===== config.mk =====
export PLATFORM = sky130hd
export DESIGN_NAME = pclns_front
export DESIGN_NICKNAME = d
export VERILOG_FILES = /design/src/sv/pclns_pkg.sv /design/src/sv/pclns_front.sv
export SDC_FILE = /design/constraint.sdc
export NUM_CORES = 1
export LEC_CHECK = 0
export ABC_CLOCK_PERIOD_IN_PS = 6800
export BUFFER_PORTS_ARGS = -buffer_cell sky130_fd_sc_hd__buf_2
export CAP_MARGIN = 20
export CORE_UTILIZATION = 44
export DETAILED_ROUTE_END_ITERATION = 10
export PLACE_DENSITY_LB_ADDON = 0.2
export SLEW_MARGIN = 20
export SYNTH_ARGS = -nofsm -noshare
export SYNTH_HDL_FRONTEND = slang
export SYNTH_SLANG_ARGS = --single-unit

===== constraint.sdc =====
create_clock -name clock -period 6.8 [get_ports clock]
set_input_delay 1.36 -clock clock [delete_from_list [all_inputs] [get_ports clock]]
set_output_delay 1.36 -clock clock [all_outputs]
set_load 0.02 [all_outputs]

===== src/sv/pclns_pkg.sv =====
// ----------------------------------------------------------------------------
// pclns_pkg
// Shared types, codes and sizes of the periodic cell-list neighbor search.
// ----------------------------------------------------------------------------
package pclns_pkg;

   localparam int NUM_PARTICLES  = 4096;
   localparam int IDX_W          = 12;
   localparam int CNT_W          = 13;
   localparam int LINK_W         = 13;
   localparam int NUM_CELLS      = 4096;
   localparam int CID_W          = 12;
   localparam int CELL_W         = 6;
   localparam int N_W            = 7;
   localparam int MAX_CELLS_SIDE = 64;
   localparam int MAX_NEIGHBORS  = 63;
   localparam int TOT_W          = 6;
   localparam int COORD_W        = 24;
   localparam int SCALE_W        = 32;
   localparam int RSQ_W          = 48;
   localparam int PROD_W         = COORD_W + SCALE_W;

   localparam logic [LINK_W-1:0] EMPTY_LINK = {LINK_W{1'b1}};

   localparam logic [1:0] KIND_CLEAR = 2'd0;
   localparam logic [1:0] KIND_LOAD  = 2'd1;
   localparam logic [1:0] KIND_QUERY = 2'd2;
   localparam logic [1:0] KIND_NONE  = 2'd3;

   localparam logic [1:0] STAT_VALID = 2'd0;
   localparam logic [1:0] STAT_NONE  = 2'd1;
   localparam logic [1:0] STAT_TRUNC = 2'd2;
   localparam logic [1:0] STAT_BAD   = 2'd3;

   localparam logic [1:0] REG_BOX   = 2'd0;
   localparam logic [1:0] REG_RSQ   = 2'd1;
   localparam logic [1:0] REG_CELLS = 2'd2;
   localparam logic [1:0] REG_SCALE = 2'd3;

   typedef struct packed {
      logic [1:0]         kind;
      logic [COORD_W-1:0] pos_x;
      logic [COORD_W-1:0] pos_y;
      logic [IDX_W-1:0]   query_index;
   } req_type;

   typedef struct packed {
      logic [IDX_W-1:0] neighbor_index;
      logic [TOT_W-1:0] neighbor_total;
      logic [1:0]       status;
      logic             last;
   } rsp_type;

   typedef struct packed {
      logic [COORD_W-1:0] box_length;
      logic [RSQ_W-1:0]   radius_squared;
      logic [N_W-1:0]     cells_per_side;
      logic [SCALE_W-1:0] cell_scale;
   } cfg_type;

   typedef struct packed {
      logic    valid;
      req_type item;
   } push_type;

endpackage


===== src/sv/pclns_front.sv =====
// ----------------------------------------------------------------------------
// pclns_front
// Command intake: hold one beat, drop unknown kinds, push the rest.
// ----------------------------------------------------------------------------
module pclns_front
   import pclns_pkg::*;
(
   input  logic     clock,
   input  logic     reset,
   input  logic     start,
   input  req_type  req_data,
   input  logic     init_busy,
   input  logic     fifo_full,
   output logic     busy,
   output push_type push
);

   logic    hold_ff, hold_in;
   req_type item_ff, item_in;
   logic    accept, drop, leave;

   always_comb begin
      busy       = init_busy || (hold_ff && fifo_full);
      accept     = start && !busy;
      drop       = (item_ff.kind == KIND_NONE);
      leave      = hold_ff && (drop || !fifo_full);
      push.valid = hold_ff && !drop && !fifo_full;
      push.item  = item_ff;
      hold_in    = accept ? 1'b1 : (leave ? 1'b0 : hold_ff);
      item_in    = accept ? req_data : item_ff;
   end

   always_ff @(posedge clock) begin
      if (reset) begin
         hold_ff <= 1'b0;
      end else begin
         hold_ff <= hold_in;
      end
      item_ff <= item_in;
   end

endmodule

# After elaboration in Yosys (flattened, before gate mapping)
# Index checks and enable logic that the tools add are counted.
[word_totals]
register_bits = 63
inputBits = 67
out_inout_bits = 64
wordCells = 19
[classes]
n_eq_ne = 1
muxes = 2
reduce_logical = 11
[op_table]
columns = ["cell", "count"]
rows = [
  ["logical AND 1 bit", 5],
  ["zero test 1 bit", 3],
  ["== test 2 bit (second input constant)", 1],
  ["logical OR 1 bit", 2],
  ["two-way mux 1 bit", 2],
  ["nonzero test 2 bit", 1],
]

# Longest topological paths before layout
# Gate-level depths: netlist (run 1).
[logic_depth]
depth_word = 5
ltp_mapped = 2

# Worst setup path after synthesis (run 1)
# No wires, ideal clock.
[synth_timing]
path_type = "in2reg"
start = "input port init_busy"
end = "register item_ff, in the netlist push[0] (enable)"
setup_ps = 503
t_arrival_ps = 4549
slack_ps = 1748
cell_stages = 2
cell_sequence = "nand2b_1 > a21oi_1"
[synth_via]
elab_chain_len = 3
[synth_rtl]
columns = ["element", "line", "text"]
rows = [
  ["from (decl)", "pclns_front.sv:12", "input logic init_busy,"],
  ["logical OR 1 bit", "pclns_front.sv:23", "busy = init_busy || (hold_ff && fifo_full);"],
  ["zero test 1 bit", "pclns_front.sv:24", "accept = start && !busy;"],
  ["logical AND 1 bit", "pclns_front.sv:24", ""],
  ["named net accept", "pclns_front.sv:20", "logic accept, drop, leave;"],
  ["to (signal assigned)", "pclns_front.sv:39", "item_ff <= item_in;"],
  ["to (decl)", "pclns_front.sv:19", "req_type item_ff, item_in;"],
]
# The timed path passes the listed nets, and every way through them passes these cells.
# A chain may end at the register's enable or synchronous reset.

==> results of run 1 <==
per-stage QoR:
| step | power (uW) | instance area [sq um] | instances |
|---|---|---|---|
| after global routing | 793 | 2810 | 266 |
| after detailed placement | 525 | 2670 | 252 |
| after floorplan | 490 | 1940 | 71 |
| final | 762 | 2810 | 266 |
| after global placement | 521 | 2670 | 252 |
| after CTS | 770 | 2810 | 266 |
path summary, 6_finish.rpt:
kind,startpoint,to,slack [ps],depth (start not counted)
min,hold_ff,hold_ff,580,2
min reg2reg,hold_ff,hold_ff,580,2
max reg2reg,hold_ff,push[44],5300,2
max,fifo_full,push[62],3590,3
critical path, cell delays in order:
cell and delay, ps:
buf_2 130, a211oi_1 150, buf_2 210
metal layers:
metal / GRT usage (%) / vias to the layer above / part of all wire (%)
met5: 0 / - / 0
met2: 29.4 / 83 / 51
met1: 17.9 / 566 / 36
met3: 7.17 / 9 / 12
li1: - / 567 / -
met4: 11.2 / 0 / 1.5
cells in the mapped netlist (all sizes together):
library cell,count,area share [%]
a211oi,2,1.0
a21oi,1,0.26
and4,1,0.45
dfxtp,1,1.0
edfxtp,62,96
inv,1,0.19
nand2,1,0.19
nand2b,2,0.65
power by group through the flow:
stage | Combinational, uW | Clock, uW | Sequential, uW
2_1_floorplan | 7.62 | 0 | 482
3_3_place_gp | 62.5 | 0 | 459
3_5_place_dp | 65.4 | 0 | 460
4_1_cts | 65.4 | 254 | 452
5_1_grt | 69.5 | 270 | 453
6_report | 64.5 | 246 | 451
state kept, by name, indices dropped and copies added, names as in the netlist:
register,cells
push,62
hold_ff,1
area by class of cell:
| cell class | instances | share of cell area [%] |
|---|---|---|
| Clock inverter | 3 | 0.445 |
| Inverter | 1 | 0.134 |
| Timing Repair Buffer | 131 | 23.4 |
| Sequential cell | 63 | 66.9 |
| Tap cell | 50 | 2.23 |
| Clock buffer | 11 | 4.67 |
| Multi-Input combinational cell | 7 | 2.18 |
cell usage in the layout (no fill, tap or decap):
| cell type | instances |
|---|---|
| edfxtp_1 | 62 |
| clkbuf_8 | 9 |
| a21oi_4 | 1 |
| buf_2 | 130 |
| inv_1 | 1 |
| clkinv_2 | 1 |
| clkinv_1 | 2 |
| buf_4 | 1 |
| nand2_1 | 1 |
| nand2b_1 | 2 |
| dfxtp_1 | 1 |
| clkbuf_1 | 2 |
| and4_1 | 1 |
| a211oi_1 | 1 |
| a211oi_2 | 1 |
cell families (layout without fill, tap and decap cells):
logic type	count (synthesis)	in the layout	share of synthesized area, %
flip-flops	63	63	97.2
AND/OR/NAND/NOR	4	4	1.29
AO/OA/AOI/OAI	3	3	1.29
buffers and inverters	1	146	0.194
==> results_dict.tcl, run 1 <==
set metrics [dict create \
    status "complete, no violations" \
    grt_pass1_wl_microns 5430 \
    antenna_found_initial 0 \
    htreeDepth 3 \
    grt-ovfl-total 0 \
    hold_class "reg2reg" \
    ys_ff_latch 63 \
    die_area_sq_mm 0.00467 \
    cts-root-buf "clkbuf_8" \
    cts_resized 0 \
    antenna_cells 0 \
    final-max-slew-violation-count 0 \
    clk_pin_slew_ps 60 \
    fin_nets 280 \
    tightestPinTransition_ps 756 \
    setup.worst_path.end_class "output port" \
    ios 131 \
    hold_slack_ps 575 \
    combPwrFrac_pct 8.5 \
    avgSynthCellArea_sq_um 27.3 \
    postCtsSetupBuffers 0 \
    place_congestion 0.738 \
    synth_area_sq_mm 0.00194 \
    utilization_pct 68.3 \
    insertion_delay_ps 320 \
    clkPwrFrac_pct 32.3 \
    syn_inst 71 \
    crit_type "in2out" \
    cp_max_fo 4 \
    ys_types 9 \
    maxCapViolCount 0 \
    wl_per_cell_microns 15.0 \
    fin_skew_ps 5.84 \
    wl_microns 3990 \
    irDropWorstVdd_uv 171 \
    die_width_microns 68.3 \
    dp_hpwl_microns 2940 \
    synth.yosys.warnings 0 \
    synth_nets 138 \
    fmax_ghz 0.311 \
    max_slew_margin_pct 49.6 \
    fillers 275 \
    grtUsageTotal_pct 17.5 \
    tns_ps 0 \
    crit_required_ps 5440 \
    leakagePower_uw 0.00120 \
    critPathLaunchType "input pin" \
    grt_pass1_vias 1223 \
    intPower_uw 597 \
    period_needed_ps 3210 \
    die_h_microns 68.3 \
    drive_above_1_share_pct 66.2 \
    dr.pass1.iters 4 \
    rsz0062_at_grt "false" \
    initial_core_util_pct 47.0 \
    drtIter0Drc 74 \
    grt_start_max_net_pins 63 \
    worst_slack_ps 3590 \
    preCtsSetupSlack_ps 3590 \
    syn2layout_area_growth_pct 45.2 \
    final-hold-violation-count 0 \
    cts_tree "yes" \
    clock_path_buffers 2 \
    report.final.setup_viol 0 \
    power_switching_uw 165 \
    seq_area_sq_mm 0.00188 \
    io_buffers 130 \
    switching_share_pct 21.6 \
    multiInputGateArea_sq_um 61.3 \
    rows 23 \
    cts.sinks 63 \
    synth_seq_area_share_pct 97.2 \
    vias 1225 \
    seq_power_share_pct 59.2 \
    drc 0 \
    routed_via_density 4.61 \
    crit_arrival_ps 1850 \
    cts_inserted_buffers 9 \
    power.density_mw_per_mm2 271 \
    fin_crit_sh_pct 47.2 \
    holdBufCountCts 0 \
    ant_nets 0 \
    coreArea_sq_mm 0.00412 \
]
(Power assumes the default switching activity.)
==> run 2, diff against run 1 <==
- ABC_CLOCK_PERIOD_IN_PS: 6800 -> 2700
- CORE_UTILIZATION: 44 -> 36
- clock period: 6.8 -> 2.7 ns (I/O delays scaled with it)
==> run 2 against run 1 <==
  * Total power increased to 2.6 times the previous value
  * Cell area increased by 1.8%
  * Utilization fell by 13 points
  * Via count decreased by 1.1%
  * Routed wire length down 7.5%
  * Register-to-register slack worse by 3800 ps
  * Largest power group unchanged
  * Clock skew decreased by 2.9 ps
==> results_dict.tcl, run 2 (synthesis results as in run 1) <==
set metrics [dict create \
    report.final.setup_viol 0 \
    ios 131 \
    coreArea_sq_mm 0.00514 \
    r2r_cells 2 \
    place_congestion 0.712 \
    fin_skew_ps 2.98 \
    drtIter0Drc 44 \
    crit_type "reg2out" \
    r2r_slack_ps 1520 \
    io_buffers 130 \
    grt_pass1_vias 1190 \
    power_switching_uw 425 \
    layoutNonFillerInstCount 288 \
    cts_resized 0 \
    utilization_pct 55.7 \
    largest_reg_flops 62 \
    clock_path_buffers 2 \
    setup.worst_path.end_class "output port" \
    rsz0062_at_grt "false" \
    crit_required_ps 2160 \
    tightestPinTransition_ps 330 \
    cts.sinks 63 \
    intPower_uw 1520 \
    combPwrFrac_pct 8.4 \
    switching_share_pct 21.9 \
    initial_core_util_pct 37.7 \
    cts_inserted_buffers 9 \
    die_width_microns 75.3 \
    grt_start_max_net_pins 63 \
    cp_max_fo 4 \
    dr.pass1.iters 3 \
    tns_ps 0 \
    cts-root-buf "clkbuf_8" \
    drive_above_1_share_pct 67.0 \
    fmax_ghz 0.574 \
    irDropWorstVdd_uv 393 \
    leakagePower_uw 0.00121 \
    wl_microns 3690 \
    antenna_found_initial 0 \
    crit_arrival_ps 1200 \
    rows 26 \
    hold_class "in2reg" \
    min-delay-start "reset" \
    postCtsSetupBuffers 0 \
    antenna_cells 0 \
    holdPathEnd "hold_ff" \
    drc 0 \
    power.density_mw_per_mm2 679 \
    dp_cells 272 \
    holdBufCountCts 0 \
    period_needed_ps 1740 \
    insertion_delay_ps 320 \
    fin_nets 280 \
    min_delay_path_depth 2 \
    max_slew_margin_pct 78.0 \
    syn2layout_area_growth_pct 47.9 \
    fin_crit_sh_pct 64.5 \
    grt-ovfl-total 0 \
    htreeDepth 3 \
    die_area_sq_mm 0.00567 \
    vias 1212 \
    grt_pass1_wl_microns 4990 \
    wl_per_cell_microns 12.8 \
    mostFrequentLayoutCells "buf_2, edfxtp_1, clkbuf_8, clkbuf_1, clkinv_2" \
    seq_power_share_pct 58.4 \
    final-max-slew-violation-count 0 \
    clk_pin_slew_ps 60 \
    finalPower_uw 1940 \
    critPathLaunchType "flop" \
    worstReg2RegStart "hold_ff" \
    layout_commonest_cell "buf_2" \
    grtUsageTotal_pct 13.1 \
    status "complete, no violations" \
    final-hold-violation-count 0 \
    ant_nets 0 \
    clkPwrFrac_pct 33.2 \
    dp_hpwl_microns 2720 \
    die_h_microns 75.3 \
    r2r-end "push[50]" \
    cts_tree "yes" \
    maxCapViolCount 0 \
    routed_via_density 4.21 \
]
==> run 2: cell count changes in the layout (fill, tap and decap cells not counted) <==
cell and change:
buf_12 +1, buf_4 -1, clkbuf_1 +1, clkinv_1 -2, clkinv_2 +2, clkinvlp_4 +1
==> run 2: through the flow <==
stage | hold WS, ps | area, sq um | worst slack, ps
3_5_place_dp | 561 | 2710 | 1020
6_report | 379 | 2860 | 958
2_1_floorplan | 521 | 1950 | 511
3_3_place_gp | 531 | 2710 | 1070
4_1_cts | 359 | 2860 | 933
5_1_grt | 359 | 2860 | 830
==> run 2: cell type report <==
type                       count  area (sq um)
clock buffer                  12           135
clock inverter                 4          22.5
timing repair buffer         131           671
sequential                    63          1880
fill                         434          2280
tap                           70          87.6
multi-input combinational      7          61.3
inverter                       1          3.75
==> run 2: power groups by stage <==
stage / sequential (uW) / combinational (uW) / clock, uW
floorplan: 1210 / 20.2 / 0
global placement: 1160 / 162 / 0
detailed placement: 1160 / 166 / 0
CTS: 1140 / 166 / 673
global route: 1140 / 177 / 711
finish: 1140 / 163 / 644
==> run 2: worst max path at each step <==
stage	startpoint	to	slack (ps)	depth (start not counted)
floorplan	init_busy	push[0]	510	2
detailed placement	init_busy	push[1]	1020	4
global route	hold_ff	push[62]	830	3
finish	hold_ff	push[62]	960	3
global placement	init_busy	push[51]	1070	4
CTS	hold_ff	push[62]	930	3
==> run 2: critical path, cell delays in order, from the launching register on <==
cell	delay, ps
dfxtp_1	400
inv_1	70
a211oi_1	220
buf_2	200
==> run 2: metal layers <==
| metal | share of wire [%] | vias up | routed length (microns) | global-route usage [%] |
|---|---|---|---|---|
| li1 | - | 570 | - | - |
| met1 | 36 | 553 | 1320 | 11.0 |
| met2 | 51 | 87 | 1890 | 22.7 |
| met3 | 13 | 2 | 462 | 7.67 |
| met4 | 0.60 | 0 | 22 | 9.26 |
| met5 | 0 | - | 0 | 0 |
