`config.mk`:
```
export PLATFORM = sky130hd
export DESIGN_NAME = pclns_cmd_fifo
export DESIGN_NICKNAME = d
export VERILOG_FILES = /design/src/sv/pclns_pkg.sv /design/src/sv/pclns_cmd_fifo.sv
export SDC_FILE = /design/constraint.sdc
export NUM_CORES = 1
export LEC_CHECK = 0
export BUFFER_PORTS_ARGS = -buffer_cell sky130_fd_sc_hd__buf_4
export CORE_MARGIN = 2
export CORE_UTILIZATION = 30
export CTS_BUF_LIST = sky130_fd_sc_hd__clkbuf_16
export DETAILED_ROUTE_END_ITERATION = 8
export PLACE_DENSITY = 0.62
export REMOVE_ABC_BUFFERS = 1
export SETUP_SLACK_MARGIN = 0.3
export SLEW_MARGIN = 5
export SYNTH_ARGS = -nofsm -noshare
export SYNTH_HDL_FRONTEND = slang
export SYNTH_SLANG_ARGS = --single-unit
```
`constraint.sdc`:
```
create_clock -name clock -period 3.1 [get_ports clock]
set_clock_uncertainty 0.2 [all_clocks]
set_input_delay 0.62 -clock clock [delete_from_list [all_inputs] [get_ports clock]]
set_output_delay 0.62 -clock clock [all_outputs]
set_load 0.03 [all_outputs]
```
`src/sv/pclns_pkg.sv`:
```
// ----------------------------------------------------------------------------
// pclns_pkg
// Shared types, codes and sizes of the periodic cell-list neighbor search.
// ----------------------------------------------------------------------------
package pclns_pkg;

   localparam int NUM_PARTICLES  = 4096;
   localparam int IDX_W          = 12;
   localparam int CNT_W          = 13;
   localparam int LINK_W         = 13;
   localparam int NUM_CELLS      = 4096;
   localparam int CID_W          = 12;
   localparam int CELL_W         = 6;
   localparam int N_W            = 7;
   localparam int MAX_CELLS_SIDE = 64;
   localparam int MAX_NEIGHBORS  = 63;
   localparam int TOT_W          = 6;
   localparam int COORD_W        = 24;
   localparam int SCALE_W        = 32;
   localparam int RSQ_W          = 48;
   localparam int PROD_W         = COORD_W + SCALE_W;

   localparam logic [LINK_W-1:0] EMPTY_LINK = {LINK_W{1'b1}};

   localparam logic [1:0] KIND_CLEAR = 2'd0;
   localparam logic [1:0] KIND_LOAD  = 2'd1;
   localparam logic [1:0] KIND_QUERY = 2'd2;
   localparam logic [1:0] KIND_NONE  = 2'd3;

   localparam logic [1:0] STAT_VALID = 2'd0;
   localparam logic [1:0] STAT_NONE  = 2'd1;
   localparam logic [1:0] STAT_TRUNC = 2'd2;
   localparam logic [1:0] STAT_BAD   = 2'd3;

   localparam logic [1:0] REG_BOX   = 2'd0;
   localparam logic [1:0] REG_RSQ   = 2'd1;
   localparam logic [1:0] REG_CELLS = 2'd2;
   localparam logic [1:0] REG_SCALE = 2'd3;

   typedef struct packed {
      logic [1:0]         kind;
      logic [COORD_W-1:0] pos_x;
      logic [COORD_W-1:0] pos_y;
      logic [IDX_W-1:0]   query_index;
   } req_type;

   typedef struct packed {
      logic [IDX_W-1:0] neighbor_index;
      logic [TOT_W-1:0] neighbor_total;
      logic [1:0]       status;
      logic             last;
   } rsp_type;

   typedef struct packed {
      logic [COORD_W-1:0] box_length;
      logic [RSQ_W-1:0]   radius_squared;
      logic [N_W-1:0]     cells_per_side;
      logic [SCALE_W-1:0] cell_scale;
   } cfg_type;

   typedef struct packed {
      logic    valid;
      req_type item;
   } push_type;

endpackage

```
`src/sv/pclns_cmd_fifo.sv`:
```
// ----------------------------------------------------------------------------
// pclns_cmd_fifo
// Two-entry command queue between the front and the engine.
// ----------------------------------------------------------------------------
module pclns_cmd_fifo
   import pclns_pkg::*;
(
   input  logic     clock,
   input  logic     reset,
   input  push_type push,
   input  logic     pop,
   output logic     full,
   output logic     empty,
   output req_type  head
);

   req_type    ent_ff [0:1];
   logic       wr_ff, wr_in, rd_ff, rd_in;
   logic [1:0] cnt_ff, cnt_in;
   logic       do_push, do_pop;

   always_comb begin
      do_push = push.valid && (cnt_ff != 2'd2);
      do_pop  = pop && (cnt_ff != 2'd0);
      wr_in   = do_push ? ~wr_ff : wr_ff;
      rd_in   = do_pop ? ~rd_ff : rd_ff;
      cnt_in  = cnt_ff + {1'b0, do_push} - {1'b0, do_pop};
   end

   always_ff @(posedge clock) begin
      if (reset) begin
         wr_ff  <= 1'b0;
         rd_ff  <= 1'b0;
         cnt_ff <= '0;
      end else begin
         wr_ff  <= wr_in;
         rd_ff  <= rd_in;
         cnt_ff <= cnt_in;
      end
      if (do_push) begin
         ent_ff[wr_ff] <= push.item;
      end
   end

   assign full  = (cnt_ff == 2'd2);
   assign empty = (cnt_ff == 2'd0);
   assign head  = ent_ff[rd_ff];

endmodule

```
Yosys cells after proc, flatten, opt, wreduce, memory -nomap -nowiden
Memory sizes are Yosys's and may differ from the RTL's. A register that Yosys moved wholly into a read port is not among the register bits.
Index checks and enable logic that the tools add are counted.
{"block": "classes", "n_addsub": 2, "reduce_logical": 4, "n_eq_ne": 2, "n_bitwise": 2, "n_mux": 4}
{"cell": "two-way mux 1 bit", "n": 4}
{"cell": "adder 2 x 1 -> 2 bit", "n": 1}
{"cell": "equality test 2 bit, second input constant", "n": 1}
{"cell": "logical AND 1 bit", "n": 2}
{"cell": "logical NOT 2 bit", "n": 1}
{"cell": "inequality test 2 bit, second input constant", "n": 1}
{"cell": "NOT 1 bit", "n": 2}
{"cell": "nonzero test 2 bit", "n": 1}
{"cell": "subtractor 2 x 1 -> 2 bit", "n": 1}
{"block": "word_totals", "ram_bits": 124, "regBits": 4, "input_bits": 66, "mem_count": 1}
{"name": "ent_ff", "words": 2, "word_bits": 62, "read_ports": 1, "rd_ports_with_merged_regs": 1, "write_ports": 1, "line": "pclns_cmd_fifo.sv:17", "text": "req_type ent_ff [0:1];"}

Longest topological paths before layout
Gate-level depths: netlist of the first run.
{"block": "logic_depth", "word_depth": 4, "ltp_mapped": 8, "depth_no_buf": 8}

Least setup slack after synthesis of the first run
Ideal clock, no wire load.
{"block": "synth_path", "kind": "input -> register", "start": "input port push[62] (netlist name)", "end": "memory ent_ff[0][0] (netlist name) (enable)", "slack_ns": 0.257, "arrival_time_ns": 2.227, "setup_time_ns": 0.416, "stages": 3, "n_path_buf": 0, "required_ns": 2.484, "cell_sequence": "inv_1 or3_1 inv_1"}
{"block": "synth_between", "elab_chain_len": 3}
{"item": "start: declaration", "line": "pclns_cmd_fifo.sv:10", "text": "input push_type push,"}
{"item": "logical AND 1 bit", "line": "pclns_cmd_fifo.sv:23", "text": "do_push = push.valid && (cnt_ff != 2'd2);"}
{"item": "two-way mux 1 bit", "line": "pclns_cmd_fifo.sv:40", "text": "if (do_push) begin"}
{"item": "two-way mux 1 bit (implied by the code)", "line": "pclns_cmd_fifo.sv:41", "text": "ent_ff[wr_ff] <= push.item;"}
{"item": "end: declaration", "line": "pclns_cmd_fifo.sv:17"}
No other way between the ends.

==> results of run 1 <==
metal layers:
| layer | vias to the layer above | part of all wire | track usage |
|---|---|---|---|
| li1 | 1152 | - | - |
| met2 | 86 | 0.49 | 0.179 |
| met4 | 0 | 0.019 | 0.0595 |
| met3 | 13 | 0.062 | 0.0413 |
| met5 | - | 0 | 0 |
| met1 | 1197 | 0.43 | 0.128 |
flip-flops by register name, summed over array words and instances (netlist names), named ones only:
| name | cells |
|---|---|
| ent_ff | 124 |
| rd_ff | 1 |
| wr_ff | 1 |
| cnt_ff | 2 |
power groups by stage:
stage                     Clock, uW  Combinational [uW]  Sequential, uW
after floorplan                   0                1170            2390
after global placement            0                1880            2380
after detailed placement          0                1900            2390
after CTS                      1900                1910            2350
after global routing           1970                1980            2380
final                          1840                1870            2350
synth_stat cells:
library cell    n
xnor2_1         1
buf_2           2
or3_1           1
nor2b_1         1
and2_1          1
dfxtp_1         5
nand2_1         1
a21oi_1         1
nor3_1          1
inv_2           1
xor2_1          1
nand2b_2        1
ha_1            2
inv_1           3
nor2_1          4
o21a_1          1
o21ai_0         1
buf_4           5
and3_2          1
edfxtp_1      124
mux2_2         62
metrics by stage:
stage	power [uW]	instance area, sq um	hold WS (ns)	std cells
after global routing	6330	6480	0.170	588
final	6050	6480	0.192	588
after CTS	6160	6480	0.164	588
after floorplan	3570	4660	0.251	213
after detailed placement	4280	5930	0.284	556
after global placement	4250	5930	0.269	556
worst min-delay path by stage:
stage / from / to / cells past startpoint
2_1_floorplan: wr_ff$_SDFFE_PP0P_ / wr_ff$_SDFFE_PP0P_ / 2
3_3_place_gp: wr_ff$_SDFFE_PP0P_ / wr_ff$_SDFFE_PP0P_ / 2
3_5_place_dp: wr_ff$_SDFFE_PP0P_ / wr_ff$_SDFFE_PP0P_ / 2
4_1_cts: push[22] / ent_ff[1][22]$_DFFE_PP_ / 1
5_1_grt: push[3] / ent_ff[0][3]$_DFFE_PP_ / 1
6_report: push[22] / ent_ff[0][22]$_DFFE_PP_ / 1
kinds of logic (layout without fill, tap and decap cells):
| kind of cell | after synthesis | count (layout) |
|---|---|---|
| DFF | 129 | 129 |
| buffers and inverters | 11 | 168 |
| AOI/OAI and AO/OA | 3 | 3 |
| xor gates and xnor gates | 2 | 2 |
| and+or+nand+nor | 11 | 11 |
| adders and majority gates | 2 | 2 |
| muxes | 62 | 62 |
critical path: cells and delay by family, from the launching register on:
| kind | cells | cell delay [ns] |
|---|---|---|
| buffers and inverters | 2 | 0.45 |
| DFF | 1 | 0.59 |
| muxes | 1 | 0.38 |
cell type report:
cell class              count  area, sq um
fillers                  1360         8770
flip-flops and latches    129         3830
repair buffers            132         1000
multi-input cells          80          821
clock buffers              17          425
well taps                 211          264
clock inverters            15          128
inverters                   4         15.0
==> results.ini, run 1 <==
[detailed_routing]
routedWlPerCell_um=15.0
wirelength_um=8840
first_iter_violations=67
dr.pass1.iters=3
drc=0
ant_nets=0
num_vias=2448
viasPerCell=4.16

[sta]
layout_min_cycle_time_ns=2.66
worstMarginPinSlew_ns=0.898
finalHoldViolCount=0
clock.fmax_ghz=0.376
setup_viol=0
setup_tns_ns=0
finalCritPeriodShare=0.859
max_slew_margin=0.401
rsz0062_at_grt=no
slew_violations=0
setup_ws_ns=0.437

[pwr]
power.switching_uw=1890
sw_frac_of_total=0.312
p_int_uw=4170
power.share.combinational=0.309
pwr_density_cell_nw_per_um2=933
power_frac_clock=0.304
p_leak_uw=0.00242
seqPwrFrac=0.387
peakVddDrop_mv=0.529

[clock_network]
cts_buffers=17
cts_tree=done
cts_sinks=129
htree_num_levels=4
postCtsResizedCells=0
clkTransAtPathRegs_ns=0.05
root_buffer=clkbuf_16
clock_path_buffers=2
insertion_delay_ns=0.41
cts_hold_buf=0
post-cts-setup-buffers=0

[critical_path]
r2r-end=ent_ff[0][14]$_DFFE_PP_
rrSetupSlack_ns=1.11
ff2ff_path_depth=5
critical_path.endpoint=head[53]
cp.required_ns=2.28
startpoint_type=flip-flop
crit_chain=buf_12, mux2_2, buf_4
critical_path.max_fanout=37
cp.arrival_ns=1.84
critPathCaptureType=output pin
worstSetupPathType=flip-flop to output pin
slowest_stage=dfxtp_4
timing.rr.start=cnt_ff[0]$_SDFF_PP0_
worst_path_largest_cell_delay_ns=0.59

[finish]
mostFrequentLayoutCell=buf_4
syn_to_final_growth_pct=37.9
num_antenna_cells=0
layout_common_cells=buf_4 (131), edfxtp_1 (124), mux2_2 (62), clkbuf_16 (17), clkinv_2 (6)
nets=432
utilization=0.425
drive_gt1_frac=0.602

[die]
die_w_um=129
die_y_um=129
start_util=0.308
rows=45
dieArea_sq_um=16700
core_sq_um=15300
io_pins=130

[place]
routabilityCongestion=0.670
place_ws_ns=0.832
port_buffers=129
post-dp-hpwl_um=5730

[logic_synthesis]
synth_xor_area_frac=0.00372
synth-simple-area-share=0.0125
synth_seq_cells=129
syn_inst=220
synth_top_family_by_area=multiplexers
synth_compound_area_frac=0.00372
synth_fa_ha_area_frac=0.00532
yosysTopAreaCell=edfxtp_1
synthTopCellsByArea=edfxtp_1 (79%), mux2_2 (15%), dfxtp_1 (2.1%)
ys_seq_area_frac=0.813
ys_warn_count=0
synthMuxAreaShare=0.148
synth_cell_types=21
postSynthAreaPerCell_sq_um=21.4
syn-cell-area_sq_um=4700
synth_top_area_share=0.792

[run_status]
status=finished clean

[hold_path]
hold_class=primary input to flip-flop

[flow_run]
max_cap_viol_count=0

[grt]
gr-total-overflow=0
grt_pass1_vias=2663
grt_pass1_wl_um=13400
grt_max_degree=63
antenna_found_initial=0
grt_usage=0.111

Power figures use the tool's default switching activity.
==> inputs of run 2 (changes only) <==
Settings changed: PLACE_DENSITY 0.62 to not set, PLACE_DENSITY_LB_ADDON set to 0.08.
Clock period 3.1 ns to 2.3 ns, I/O delays scaled along.
==> run 2 against run 1 <==
  * Worst setup slack got worse by 0.37 ns
  * Combinational power rose by 61%
  * Sequential share of layout area is 2.2 points lower
  * Critical path depth unchanged
  * Count of clock-buffer cells in the layout did not move
  * Critical path type unchanged
==> results.ini, run 2 (synthesized netlist as in run 1, its figures left out) <==
[pwr]
seqPwrFrac=0.368
power.share.combinational=0.357
sw_frac_of_total=0.312
power.switching_uw=2620
p_int_uw=5790
pwr_density_cell_nw_per_um2=1250
p_leak_uw=0.00255
power_frac_clock=0.275
p_total_uw=8410
peakVddDrop_mv=0.497

[sta]
worstMarginPinSlew_ns=0.367
setup_tns_ns=0
clock.fmax_ghz=0.449
max_slew_margin=0.755
slew_violations=0
rsz0062_at_grt=yes
layout_min_cycle_time_ns=2.23
setup_viol=0
finalHoldViolCount=0
finalCritPeriodShare=0.969
setup_ws_ns=0.0709

[place]
dp.cells=559
port_buffers=129
post-dp-hpwl_um=5800
place_ws_ns=0.407
placed_area_sq_um=6010
routabilityCongestion=0.666

[detailed_routing]
num_vias=2498
viasPerCell=4.21
wirelength_um=9480
ant_nets=0
first_iter_violations=106
dr.pass1.iters=4
routedWlPerCell_um=16.0
drc=0

[die]
core_sq_um=15300
dieArea_sq_um=16700
die_y_um=129
io_pins=130
start_util=0.308
rows=45
die_w_um=129

[finish]
reg_top3=ent_ff x124, cnt_ff x2
nets=439
instances_no_fill=593
final_area_sq_um=6740
layout_common_cells=edfxtp_1 (124), buf_4 (112), mux2_2 (49), clkbuf_16 (18), buf_6 (17)
drive_gt1_frac=0.597
regMostFlops=ent_ff
mostFrequentLayoutCell=edfxtp_1
num_antenna_cells=0
largest_reg_flops=124
syn_to_final_growth_pct=43.2

[critical_path]
ff2ff_path_depth=5
rrSetupSlack_ns=0.51
critical_path.max_fanout=27
cp.arrival_ns=1.57
worstSetupPathType=flip-flop to output pin
critPathCaptureType=output pin
timing.rr.start=cnt_ff[0]$_SDFF_PP0_
r2r-end=ent_ff[0][3]$_DFFE_PP_
startpoint_type=flip-flop
cp.required_ns=1.64

[clock_network]
clkTransAtPathRegs_ns=0.05
cts_tree=done
htree_num_levels=4
cts_sinks=129
clock_path_buffers=2
cts_buffers=17
cts_hold_buf=0
root_buffer=clkbuf_16
insertion_delay_ns=0.41

[hold_path]
hold_class=primary input to flip-flop
min_from=push[35]
hold_path_depth=1
hold_path_end=ent_ff[0][35]$_DFFE_PP_

[run_status]
status=finished clean

[grt]
grt_max_degree=38
grt_pass1_vias=2644
gr-total-overflow=0
grt_pass1_wl_um=13900
antenna_found_initial=0
grt_usage=0.119

[flow_run]
max_cap_viol_count=0

run 2: layer usage:
| layer | wire length, um | up-vias | global-route usage | part of all wire |
|---|---|---|---|---|
| met3 | 635 | 17 | 0.0467 | 0.067 |
| met5 | 0 | - | 0 | 0 |
| met1 | 4120 | 1231 | 0.140 | 0.43 |
| met2 | 4490 | 83 | 0.185 | 0.47 |
| li1 | - | 1167 | - | - |
| met4 | 234 | 0 | 0.0729 | 0.025 |
run 2: layout make-up:
| class | instances | area (sq um) |
|---|---|---|
| fill | 1385 | 8520 |
| sequential | 129 | 3830 |
| timing repair buffer | 139 | 1250 |
| multi-input combinational | 80 | 870 |
| clock buffer | 17 | 425 |
| tap | 211 | 264 |
| clock inverter | 13 | 82.6 |
| inverter | 4 | 15.0 |
run 2: power by group through the flow:
stage / sequential [uW] / combinational [uW] / clock (uW)
after floorplan: 3220 / 1580 / 0
after global placement: 3120 / 2750 / 0
after detailed placement: 3130 / 2750 / 0
after CTS: 3100 / 2970 / 2390
after global routing: 3130 / 3190 / 2490
final: 3100 / 3010 / 2310
run 2: repair_timing:
item	in CTS	in global routing
gates cloned	2	1
resized for setup	19	14
setup endpoints to repair	62	62
setup buffers	1	0
run 2: how the worst max path moves through the flow:
stage / slack [ns] / endpoint / cells after the start / startpoint
global route: 0.01 / head[26] / 3 / flip-flop
detailed placement: 0.41 / cnt_ff[1]$_SDFF_PP0_ / 8 / pop
finish: 0.07 / head[26] / 3 / flip-flop
CTS: 0.03 / head[21] / 4 / flip-flop
global placement: 0.43 / ent_ff[0][41]$_DFFE_PP_ / 5 / push[62]
floorplan: -0.50 / head[0] / 1 / flip-flop
run 2: critical path: stages, from the launching register on:
cell and delay, ns:
dfxtp_4 0.39, buf_12 0.20, mux2_2 0.38, buf_4 0.17
run 2: per-stage QoR:
stage / util / hold slack [ns]
after global placement: 0.394 / 0.280
after detailed placement: 0.394 / 0.302
final: 0.441 / 0.0300
after floorplan: - / 0.251
after CTS: 0.436 / 0.00423
after global routing: 0.441 / 0.00627
